===== src/hw/rtl/xzrc_pkg.sv =====
// -----------------------------------------------------------------------------
// XOR zero-run compressor package
// Shared types and constants for the front end, command queue and back end.
// -----------------------------------------------------------------------------
package xzrc_pkg;

   localparam int QUEUE_DEPTH = 2;
   localparam int QPTR_W      = $clog2(QUEUE_DEPTH);
   localparam int QCNT_W      = $clog2(QUEUE_DEPTH + 1);

   localparam logic [7:0] RUN_MAX     = 8'hFF;
   localparam logic [7:0] ZERO_MARKER = 8'h00;

   // One command describes every result byte of one item.
   typedef struct packed {
      logic       run_valid;
      logic [7:0] run_code;
      logic       lit_valid;
      logic [7:0] lit_byte;
      logic       last;
   } cmd_type;

   typedef enum logic [2:0] {
      PH_MARK  = 3'b001,
      PH_COUNT = 3'b010,
      PH_LIT   = 3'b100
   } phase_type;

endpackage


===== src/hw/rtl/xzrc_if.sv =====
// -----------------------------------------------------------------------------
// XOR zero-run compressor channels
// Valid/ready channels for byte pairs in and code bytes out.
// -----------------------------------------------------------------------------
interface xzrc_req_if;
   logic       valid;
   logic       ready;
   logic [7:0] current_byte;
   logic [7:0] original_byte;
   logic       final_input;

   modport source (output valid, output current_byte, output original_byte,
                   output final_input, input ready);
   modport sink (input valid, input current_byte, input original_byte,
                 input final_input, output ready);
endinterface

interface xzrc_rsp_if;
   logic       valid;
   logic       ready;
   logic [7:0] code_byte;
   logic       item_done;
   logic       stream_done;

   modport source (output valid, output code_byte, output item_done,
                   output stream_done, input ready);
   modport sink (input valid, input code_byte, input item_done,
                 input stream_done, output ready);
endinterface


===== src/hw/rtl/xzrc_front.sv =====
// -----------------------------------------------------------------------------
// XOR zero-run compressor front end
// Accepts byte pairs, tracks the pending zero run and issues commands.
// -----------------------------------------------------------------------------
module xzrc_front (
   input  logic               clock,
   input  logic               reset,
   xzrc_req_if.sink           req,
   output logic               push_valid,
   output xzrc_pkg::cmd_type  push_cmd,
   input  logic               push_ready
);

   logic [7:0] zero_run_ff;
   logic [7:0] zero_run_in;
   logic [7:0] xor_byte;
   logic       accept;
   logic       has_result;

   assign req.ready = push_ready;
   assign accept    = req.valid && req.ready;
   assign xor_byte  = req.current_byte ^ req.original_byte;

   always_comb begin
      push_cmd           = '0;
      push_cmd.last      = req.final_input;
      push_cmd.lit_byte  = xor_byte;
      has_result         = 1'b0;
      zero_run_in        = zero_run_ff;
      priority if (xor_byte != 8'h00) begin
         push_cmd.run_valid = (zero_run_ff != 8'h00);
         push_cmd.run_code  = zero_run_ff - 8'd1;
         push_cmd.lit_valid = 1'b1;
         has_result         = 1'b1;
         zero_run_in        = 8'h00;
      end else if (zero_run_ff == xzrc_pkg::RUN_MAX) begin
         push_cmd.run_valid = 1'b1;
         push_cmd.run_code  = xzrc_pkg::RUN_MAX;
         has_result         = 1'b1;
         zero_run_in        = 8'h00;
      end else if (req.final_input) begin
         push_cmd.run_valid = 1'b1;
         push_cmd.run_code  = zero_run_ff;
         has_result         = 1'b1;
         zero_run_in        = 8'h00;
      end else begin
         zero_run_in        = zero_run_ff + 8'd1;
      end
   end

   assign push_valid = accept && has_result;

   always_ff @(posedge clock) begin
      if (reset) begin
         zero_run_ff <= 8'h00;
      end else if (accept) begin
         zero_run_ff <= zero_run_in;
      end
   end

`ifndef SYNTHESIS
   a_final_clears_run: assert property (@(posedge clock) disable iff (reset)
      accept && req.final_input |=> zero_run_ff == 8'h00)
      else $error("Zero run not cleared after the final item.");
`endif

endmodule


===== src/hw/rtl/xzrc_queue.sv =====
// -----------------------------------------------------------------------------
// XOR zero-run compressor command queue
// Short FIFO that decouples the front end from the back end.
// -----------------------------------------------------------------------------
module xzrc_queue (
   input  logic               clock,
   input  logic               reset,
   input  logic               push_valid,
   input  xzrc_pkg::cmd_type  push_cmd,
   output logic               push_ready,
   output logic               head_valid,
   output xzrc_pkg::cmd_type  head_cmd,
   input  logic               pop
);

   xzrc_pkg::cmd_type                  entry_ff [xzrc_pkg::QUEUE_DEPTH];
   logic [xzrc_pkg::QPTR_W-1:0]        wr_ptr_ff;
   logic [xzrc_pkg::QPTR_W-1:0]        rd_ptr_ff;
   logic [xzrc_pkg::QCNT_W-1:0]        count_ff;
   logic [xzrc_pkg::QCNT_W-1:0]        count_in;
   logic                               do_push;
   logic                               do_pop;

   assign push_ready = (count_ff != xzrc_pkg::QCNT_W'(xzrc_pkg::QUEUE_DEPTH));
   assign head_valid = (count_ff != '0);
   assign head_cmd   = entry_ff[rd_ptr_ff];
   assign do_push    = push_valid && push_ready;
   assign do_pop     = pop && head_valid;

   always_comb begin
      count_in = count_ff;
      unique case ({do_push, do_pop})
         2'b10:   count_in = count_ff + xzrc_pkg::QCNT_W'(1);
         2'b01:   count_in = count_ff - xzrc_pkg::QCNT_W'(1);
         default: count_in = count_ff;
      endcase
   end

   always_ff @(posedge clock) begin
      if (reset) begin
         wr_ptr_ff <= '0;
         rd_ptr_ff <= '0;
         count_ff  <= '0;
      end else begin
         if (do_push) begin
            wr_ptr_ff <= wr_ptr_ff + 1'b1;
         end
         if (do_pop) begin
            rd_ptr_ff <= rd_ptr_ff + 1'b1;
         end
         count_ff <= count_in;
      end
   end

   always_ff @(posedge clock) begin
      if (do_push) begin
         entry_ff[wr_ptr_ff] <= push_cmd;
      end
   end

`ifndef SYNTHESIS
   a_no_push_full: assert property (@(posedge clock) disable iff (reset)
      push_valid |-> push_ready)
      else $error("Command pushed into a full queue.");
   a_no_pop_empty: assert property (@(posedge clock) disable iff (reset)
      pop |-> head_valid)
      else $error("Command popped from an empty queue.");
`endif

endmodule


===== src/hw/rtl/xzrc_back.sv =====
// -----------------------------------------------------------------------------
// XOR zero-run compressor back end
// Expands each command into its code bytes through a registered output.
// -----------------------------------------------------------------------------
module xzrc_back (
   input  logic               clock,
   input  logic               reset,
   input  logic               head_valid,
   input  xzrc_pkg::cmd_type  head_cmd,
   output logic               pop,
   xzrc_rsp_if.source         rsp
);

   xzrc_pkg::phase_type phase_ff;
   xzrc_pkg::phase_type phase_in;
   logic                out_valid_ff;
   logic [7:0]          code_ff;
   logic                item_done_ff;
   logic                stream_done_ff;
   logic                load;
   logic [7:0]          byte_now;
   logic                done_now;

   assign load = head_valid && (!out_valid_ff || rsp.ready);

   always_comb begin
      byte_now = head_cmd.lit_byte;
      done_now = 1'b1;
      phase_in = xzrc_pkg::PH_MARK;
      priority if (head_cmd.run_valid && phase_ff == xzrc_pkg::PH_MARK) begin
         byte_now = xzrc_pkg::ZERO_MARKER;
         done_now = 1'b0;
         phase_in = xzrc_pkg::PH_COUNT;
      end else if (phase_ff == xzrc_pkg::PH_COUNT) begin
         byte_now = head_cmd.run_code;
         done_now = !head_cmd.lit_valid;
         phase_in = head_cmd.lit_valid ? xzrc_pkg::PH_LIT : xzrc_pkg::PH_MARK;
      end else begin
         byte_now = head_cmd.lit_byte;
         done_now = 1'b1;
         phase_in = xzrc_pkg::PH_MARK;
      end
   end

   assign pop = load && done_now;

   always_ff @(posedge clock) begin
      if (reset) begin
         phase_ff     <= xzrc_pkg::PH_MARK;
         out_valid_ff <= 1'b0;
      end else begin
         if (load) begin
            phase_ff     <= phase_in;
            out_valid_ff <= 1'b1;
         end else if (rsp.ready) begin
            out_valid_ff <= 1'b0;
         end
      end
   end

   always_ff @(posedge clock) begin
      if (load) begin
         code_ff        <= byte_now;
         item_done_ff   <= done_now;
         stream_done_ff <= done_now && head_cmd.last;
      end
   end

   assign rsp.valid       = out_valid_ff;
   assign rsp.code_byte   = code_ff;
   assign rsp.item_done   = item_done_ff;
   assign rsp.stream_done = stream_done_ff;

`ifndef SYNTHESIS
   a_stream_ends_item: assert property (@(posedge clock) disable iff (reset)
      out_valid_ff && stream_done_ff |-> item_done_ff)
      else $error("Stream end on a byte that does not end its item.");
   a_count_has_run: assert property (@(posedge clock) disable iff (reset)
      phase_ff != xzrc_pkg::PH_MARK |-> head_valid && head_cmd.run_valid)
      else $error("Back end is inside a run pair without a run command.");
`endif

endmodule


===== src/hw/rtl/xor_zero_run_compressor_top.sv =====
// -----------------------------------------------------------------------------
// XOR zero-run compressor
// XORs byte pairs and codes runs of zero bytes as a marker and a count byte.
// -----------------------------------------------------------------------------
//  Channel  Dir  Payload                                       Handshake
//  req      in   current_byte, original_byte, final_input      valid/ready
//  rsp      out  code_byte, item_done, stream_done             valid/ready
//
// An item is accepted in any cycle in which the two-entry command queue has room.
// Each item yields zero to three code bytes, and the output register sends one
// byte per cycle while rsp.ready is high.
// Reset is synchronous and clears the run count, the queue and the output.
// A stalled output fills the queue, after which req.ready drops.
module xor_zero_run_compressor_top (
   input  logic        clock,
   input  logic        reset,
   xzrc_req_if.sink    req,
   xzrc_rsp_if.source  rsp
);

   logic              push_valid;
   logic              push_ready;
   xzrc_pkg::cmd_type push_cmd;
   logic              head_valid;
   logic              pop;
   xzrc_pkg::cmd_type head_cmd;

   xzrc_front u_front (
      .clock      (clock),
      .reset      (reset),
      .req        (req),
      .push_valid (push_valid),
      .push_cmd   (push_cmd),
      .push_ready (push_ready)
   );

   xzrc_queue u_queue (
      .clock      (clock),
      .reset      (reset),
      .push_valid (push_valid),
      .push_cmd   (push_cmd),
      .push_ready (push_ready),
      .head_valid (head_valid),
      .head_cmd   (head_cmd),
      .pop        (pop)
   );

   xzrc_back u_back (
      .clock      (clock),
      .reset      (reset),
      .head_valid (head_valid),
      .head_cmd   (head_cmd),
      .pop        (pop),
      .rsp        (rsp)
   );

endmodule

===== src/flat_wrapper.sv =====
// flat-port wrapper written by rule: the top's interface ports become plain ports
module xor_zero_run_compressor_top_flat 
  (clock, reset, req_valid, req_current_byte, req_original_byte, req_final_input, req_ready, rsp_valid, rsp_code_byte, rsp_item_done, rsp_stream_done, rsp_ready);
  xzrc_req_if req_i ();
  xzrc_rsp_if rsp_i ();
  input  logic clock;
  input  logic reset;
  input wire logic [$bits(req_i.valid)-1:0] req_valid;
  input wire logic [$bits(req_i.current_byte)-1:0] req_current_byte;
  input wire logic [$bits(req_i.original_byte)-1:0] req_original_byte;
  input wire logic [$bits(req_i.final_input)-1:0] req_final_input;
  output wire logic [$bits(req_i.ready)-1:0] req_ready;
  output wire logic [$bits(rsp_i.valid)-1:0] rsp_valid;
  output wire logic [$bits(rsp_i.code_byte)-1:0] rsp_code_byte;
  output wire logic [$bits(rsp_i.item_done)-1:0] rsp_item_done;
  output wire logic [$bits(rsp_i.stream_done)-1:0] rsp_stream_done;
  input wire logic [$bits(rsp_i.ready)-1:0] rsp_ready;
  assign req_i.valid = req_valid;
  assign req_i.current_byte = req_current_byte;
  assign req_i.original_byte = req_original_byte;
  assign req_i.final_input = req_final_input;
  assign req_ready = req_i.ready;
  assign rsp_valid = rsp_i.valid;
  assign rsp_code_byte = rsp_i.code_byte;
  assign rsp_item_done = rsp_i.item_done;
  assign rsp_stream_done = rsp_i.stream_done;
  assign rsp_i.ready = rsp_ready;
  xor_zero_run_compressor_top u_core (.clock(clock), .reset(reset), .req(req_i), .rsp(rsp_i));
endmodule

===== config.mk =====
export PLATFORM = sky130hd
export DESIGN_NAME = xor_zero_run_compressor_top_flat
export DESIGN_NICKNAME = d
export VERILOG_FILES = /design/src/hw/rtl/xzrc_pkg.sv /design/src/hw/rtl/xzrc_if.sv /design/src/hw/rtl/xzrc_front.sv /design/src/hw/rtl/xzrc_queue.sv /design/src/hw/rtl/xzrc_back.sv /design/src/hw/rtl/xor_zero_run_compressor_top.sv /design/src/flat_wrapper.sv
export SDC_FILE = /design/constraint.sdc
export NUM_CORES = 1
export LEC_CHECK = 0
export BUFFER_PORTS_ARGS = -buffer_cell sky130_fd_sc_hd__buf_2
export CAP_MARGIN = 10
export CORE_MARGIN = 2
export CORE_UTILIZATION = 55
export CTS_CLUSTER_SIZE = 14
export DETAILED_ROUTE_END_ITERATION = 10
export PLACE_DENSITY = 0.86
export SYNTH_ARGS = -nofsm -noshare
export SYNTH_HDL_FRONTEND = slang
export SYNTH_HIERARCHICAL = 1
export SYNTH_SLANG_ARGS = --single-unit

===== constraint.sdc =====
create_clock -name clock -period 7 [get_ports clock]
set_clock_uncertainty 0.2 [all_clocks]
set_input_delay 1.05 -clock clock [delete_from_list [all_inputs] [get_ports clock]]
set_output_delay 1.05 -clock clock [all_outputs]
set_load 0.02 [all_outputs]

Yosys cells after proc, flatten, opt, wreduce, memory -nomap -nowiden
Memory sizes are Yosys's and may differ from the RTL's. A register that Yosys moved wholly into a read port is not among the register bits.
Index checks and enable logic that the tools add are counted.
{ "totals": {"register_bits": 26, "latch_bits": 0, "ram_bits": 38, "mem_bits_ro": 0, "out_inout_bits": 12, "wordCells": 62, "mem_count": 1} }
{ "memory_table": {"columns": ["memory", "depth", "width", "read_ports", "rd_clocked_by_memory_dff", "write_ports", "line_no", "source"], "rows": [
  ["u_core.u_queue.entry_ff", 2, 19, 1, 1, 1, "xzrc_queue.sv:16", "xzrc_pkg::cmd_type entry_ff [xzrc_pkg::QUEUE_DEPTH];"]
]} }
{ "op_classes": {"add_sub_neg": 6, "multipliers": 0, "div_mod_pow": 0, "magnitude_cmp": 0, "n_eq_ne": 6, "shift": 0, "muxes": 23, "bitwise": 1, "n_reduce_logical": 16} }
{ "ops": {"columns": ["cell", "count"], "rows": [
  ["$mux W8", 4],
  ["$mux W9", 3],
  ["$reduce_bool A8 Y1", 2],
  ["$mux W1", 12],
  ["$mux W3", 3],
  ["$add A8 B1 Y8 const B", 1],
  ["$eq A8 B8 Y1 const B", 1],
  ["$logic_and A1 B1 Y1", 8],
  ["$sub A8 B1 Y8 const B", 1],
  ["$xor A8 B8 Y8", 1],
  ["$reduce_bool A2 Y1", 3],
  ["$pmux W2 S2", 1],
  ["$eq A3 B1 Y1 const B", 1],
  ["$eq A3 B2 Y1 const B", 1],
  ["$add A1 B1 Y1 const B", 2],
  ["$add A2 B1 Y2 const B", 1],
  ["$eq A2 B1 Y1 const B", 1],
  ["$eq A2 B2 Y1 const B", 1],
  ["$logic_not A1 Y1", 2],
  ["$ne A2 B2 Y1 const B", 1],
  ["$sub A2 B1 Y2 const B", 1],
  ["$logic_or A1 B1 Y1", 1]
]} }

Depth between registers and ports, before layout
{ "depth": {"word_depth": 7, "ltp_mapped": 11} }

Modules after synthesis
Netlist, hierarchy kept.
{ "modules_own_cells": {"columns": ["mod", "instances", "cells_per_inst", "area_each_um2", "seq_area_each_um2"], "rows": [
  ["xzrc_queue", 1, 83, 1590.3, 1241.2],
  ["xzrc_front", 1, 112, 899.6, 160.2],
  ["xzrc_back", 1, 51, 643.1, 380.4]
]} }

Least setup slack after synthesis
OpenSTA, ideal clock, no wires.
{ "synth_timing": {"path_kind": "input -> register", "startpoint": "input req_original_byte[6]", "endpoint": "register u_core/u_queue/count_ff[1] (netlist bit)", "arrival_ns": 2.917, "t_required_ns": 6.730, "path_slack_ns": 3.814, "cell_stages": 8, "path_buffers": 0, "path_cell_list": "xor2_1 -> or4_4 -> nor2_8 -> a21oi_1 -> nand2_1 -> ha_1 -> or3_1 -> a21oi_1"} }
{ "synth_via": {"elab_chain_cells": 7, "elab_cells_between_ends": 9} }
{ "synth_rtl": {"columns": ["element", "line_no", "source"], "rows": [
  ["start, declared", "flat_wrapper.sv:10", "input wire logic [$bits(req_i.original_byte)-1:0] req_original_byte;"],
  ["$xor A8 B8 Y8 (*)", "xzrc_front.sv:22", "assign xor_byte = req.current_byte ^ req.original_byte;"],
  ["$reduce_bool A8 Y1 (*)", "xzrc_front.sv:30", "priority if (xor_byte != 8'h00) begin"],
  ["$mux W1 (*)", "xzrc_front.sv:30", null],
  ["$logic_and A1 B1 Y1 (*)", "xzrc_front.sv:51", "assign push_valid = accept && has_result;"],
  ["named net u_core.push_valid", "xor_zero_run_compressor_top.sv:21", "logic push_valid;"],
  ["$logic_and A1 B1 Y1 (*)", "xzrc_queue.sv:27", "assign do_push = push_valid && push_ready;"],
  ["$eq A2 B1 Y1 or $eq A2 B2 Y1 (tied branches)", "xzrc_queue.sv:32", "unique case ({do_push, do_pop})"],
  ["$pmux W2 S2 or $reduce_bool A2 Y1 (tied branches)", null, null],
  ["end signal, assigned", "xzrc_queue.sv:51", "count_ff <= count_in;"],
  ["end, declared", "xzrc_queue.sv:19", "logic [xzrc_pkg::QCNT_W-1:0] count_ff;"]
]} }
The timed path passes the listed nets; every way through them passes the cells marked *.
A chain may end at the register's enable or synchronous reset.

==> results.md <==
- Result of the run: finished clean
- Clock tree from TritonCTS: yes
- Global Route met3 Usage: 5.32%
- First-pass GRT wire length: 10.0 mm
- Clock-pin transition on the worst setup and hold timing paths: roughly 0.06 ns
- Sequential area share after synthesis: 56.9%
- Delay contributed by the slowest stage of the critical path: 0.82 ns
- Core region area: ~0.0055 sq mm
- Instance count of the mapped netlist: between 200 and 250
- RSZ-0062 raised after global routing: no
- Vias per cell: approximately 6
- Crit path kind: input pin to flop
- Achievable frequency: about 310 MHz
- Pin count of the biggest net entering global routing: 21
- Number of clock buffers inserted by TritonCTS: 9
- Number of iterations in the first detailed-routing pass: 6
- Max-cap violations: 0
- Last weighted congestion value of the routability-driven placer: roughly 0.8
- Type of destination of the critical path: flop
- Tcrit/Tclk final: between 40% and 50%
- Sw frac: 30.2%
- Mean instance size in the synthesized netlist: 12.7 sq um
- Cell-by-cell trace of the critical path: buf_2 -> xor2_1 -> or4_4 -> nor2_8 -> a21oi_1 -> and3_1
- Number of clock sinks seen by CTS: 65
- Main flop type after synthesis: sky130_fd_sc_hd__edfxtp_1
- Fraction of final layout cells with drive strength greater than 1: 25.9%
- H-Tree Level Count: 3
- Net switching component of the power: about 0.35 mW
- Worst slew margin relative to its limit: 23.0%
- I/O Pins: 33
- CTS-repair resized insts: 0
- Largest voltage drop on the vdd net: about 0.18 mV
- Layout filler cell count: 418
- Critical path fanouts, max: 19
- Area fraction of the dominant cell type after synthesis: between 40% and 50%
- Via count of the first global-routing pass: 2113
- Number of register bits inferred by synthesis: 65
- Share of power burned in combinational logic: around a quarter
- Overall routing resource usage: a little over a fifth
- Synthesis-to-finish area growth: 12.1%
- DP Wirelength: about 3.9 mm
- Cell type with the highest aggregate area in the netlist: sky130_fd_sc_hd__edfxtp_1
- Setup fix buffers added after clock tree synthesis: 0
- Count of unique library cells instantiated by Yosys: slightly above 50
- Post-synthesis async set-or-reset flop share: 0%
- Global-route track usage on met2: between 30% and 40%
- Final hold violation count: 0
- Buffer type at the clock tree root: sky130_fd_sc_hd__clkbuf_8
- Hold wc startpoint: u_core/u_back/phase_ff[1]$_SDFFE_PP0P_
- Wirelength, routed: slightly above 6 mm
- Data arrival time at the worst-slack endpoint: around 3.0 ns
- Remaining design rule violation count: 0
- Leftover overflow at the end of global routing: 0
- Crit path time final: between 3 and 4 ns
- Area occupied by multi-input gates: ~0.0012 sq mm
- Power density normalized to cell area: 331 mW/mm^2
- Max Slew Vio Count: 0
- Most frequent cells after synthesis: sky130_fd_sc_hd__edfxtp_1 (48), sky130_fd_sc_hd__mux2_2 (19), sky130_fd_sc_hd__dfxtp_1 (17), sky130_fd_sc_hd__nor2_1 (17), sky130_fd_sc_hd__a21oi_1 (13)
- Flip-flop and latch area: between 0.0015 and 0.002 sq mm
- DIE HEIGHT: ~79 um
- Fraction of power consumed by sequential logic: a little under half
- Required time at the endpoint of the critical path: 6.77 ns
- Final antenna diode count: 0
- # nets final: around 300
- Most Used Layer, Global Route: met2
- Count of hold-fix buffers inserted at cts: 0
- Worst skew pair latency: roughly 0.34 ns
- YS warnings: 6
- Synth Cell Area: 0.00313 sq mm
- Number of antenna violations at the first check in global routing: 0
- DR iter-0 viols: 185
- Final Setup Violations: 0
- Total negative slack for setup checks: 0 ns
- Initial cell density of the core: a little under three fifths
- Static Leakage: 1.18 nW
- Synth top area cells: sky130_fd_sc_hd__edfxtp_1 (46%), sky130_fd_sc_hd__dfxtp_1 (11%), sky130_fd_sc_hd__mux2_2 (6.8%), sky130_fd_sc_hd__xor2_1 (3.4%), sky130_fd_sc_hd__mux2i_1 (2.9%)
- Number of enable flip-flop cells after synthesis: 48
- Routed Antenna Nets: 0
- Standard cell with the maximum stage delay on the critical path: sky130_fd_sc_hd__and3_1
- Number of rows in the core area: 27
- Number of nets produced by synthesis: ~270
- WL/cell: about 17 um
- Hold crit path type: flop to flop
- Crit path launch type: input pin
- Floorplan die width: between 70 and 80 um
- Slew at the pin with the worst max-slew slack: between 1 and 1.5 ns
- Number of buffers inserted by port buffering: 32
- Number of standard cells in the layout, taps in and fillers out: ~350
- Most used standard cell by instance count after synthesis: sky130_fd_sc_hd__edfxtp_1
- Max clock buf depth: 2
- Clock network fraction of design power: between 20% and 30%
- Die outline area: 0.00632 sq mm
- M1 GR Usage: between 20% and 30%
- Pint: approximately 0.8 mW
- Launching instance or port of the critical path: req_original_byte[6]
- Number of cells in the design after placement: between 300 and 400
- Vias after detailed routing: around 2100
==> stage by stage <==
stage	area (sq um)	utilization, %	total power [mW]	hold slack, ns	setup WS [ns]
2_1_floorplan	3130	-	0.767	0.250	3.81
3_3_place_gp	3310	60.2	0.830	0.277	3.53
3_5_place_dp	3310	60.2	0.840	0.278	3.45
4_1_cts	3510	63.8	1.17	0.290	3.78
5_1_grt	3510	63.8	1.22	0.341	3.64
6_report	3510	63.8	1.16	0.290	3.78
==> cell usage in the layout, fill, tap and decap left out, types with 4 or more instances in the layout <==
master	n
sky130_fd_sc_hd__nor2_1	17
sky130_fd_sc_hd__mux2_2	19
sky130_fd_sc_hd__dfxtp_1	17
sky130_fd_sc_hd__nand4_1	10
sky130_fd_sc_hd__xor2_1	12
sky130_fd_sc_hd__ha_1	4
sky130_fd_sc_hd__a21oi_1	13
sky130_fd_sc_hd__buf_2	32
sky130_fd_sc_hd__clkbuf_8	9
sky130_fd_sc_hd__mux2i_1	9
sky130_fd_sc_hd__nand2_1	5
sky130_fd_sc_hd__a211oi_1	5
sky130_fd_sc_hd__o21ai_0	8
sky130_fd_sc_hd__inv_1	7
sky130_fd_sc_hd__xnor2_1	6
sky130_fd_sc_hd__edfxtp_1	48
sky130_fd_sc_hd__nand3_1	4
sky130_fd_sc_hd__and3_1	4
==> state kept, by name, summed over array words and instances (netlist names), named ones only <==
| name | flops |
|---|---|
| u_core/u_back/rsp.valid | 1 |
| u_core/u_back/rsp.code_byte | 8 |
| u_core/u_back/rsp.item_done | 1 |
| u_core/u_back/rsp.stream_done | 1 |
| u_core/u_queue/rd_ptr_ff | 1 |
| u_core/u_queue/wr_ptr_ff | 1 |
| u_core/u_front/zero_run_ff | 8 |
| u_core/u_queue/entry_ff | 38 |
| u_core/u_queue/count_ff | 2 |
| u_core/u_back/phase_ff | 3 |
==> critical path: cells and delay by family <==
kind | cells | cell delay (ns)
AOI/OAI and AO/OA | 1 | 0.25
xor gates and xnor gates | 1 | 0.42
buffers and inverters | 1 | 0.10
and+or+nand+nor | 3 | 1.16
==> layout make-up <==
cell class	instances	area share, %
Clock buffer	10	3.63
Clock inverter	5	2.03
Inverter	8	0.926
Multi-Input combinational cell	162	35.6
Sequential cell	65	50.7
Tap cell	72	2.56
Timing Repair Buffer	32	4.56
==> final timing paths <==
path | slack [ns] | cells after the start | end
max | 3.78 | 6 | u_core/u_queue/entry_ff[1][1]$_DFFE_PP_
max reg2reg | 3.79 | 8 | u_core/u_queue/count_ff[1]$_SDFFE_PP0P_
min reg2reg | 0.29 | 2 | u_core/u_back/phase_ff[1]$_SDFFE_PP0P_
min | 0.29 | 2 | u_core/u_back/phase_ff[1]$_SDFFE_PP0P_
==> kinds of logic after synthesis <==
kind of cell | count (synthesis) | share of synthesized area [%]
buf+inv | 19 | 3.23
mux | 28 | 9.70
xor+xnor | 18 | 5.03
fa+ha+maj | 4 | 1.60
simple gates | 70 | 14.5
flops | 65 | 56.9
compound gates | 42 | 9.03
==> power by group through the flow <==
stage	sequential (mW)	combinational, mW	clock (mW)
5_1_grt	0.555	0.314	0.352
6_report	0.547	0.287	0.329
3_3_place_gp	0.551	0.279	0
2_1_floorplan	0.579	0.188	0
4_1_cts	0.548	0.287	0.336
3_5_place_dp	0.555	0.284	0
==> per-layer routing <==
| metal | share of wire (%) | routed length, um |
|---|---|---|
| met1 | 42 | 2560 |
| met2 | 51 | 3080 |
| met3 | 4.8 | 292 |
| met4 | 1.7 | 104 |
| met5 | 0 | 0 |
Note: power is estimated with default switching activity, not from simulation.
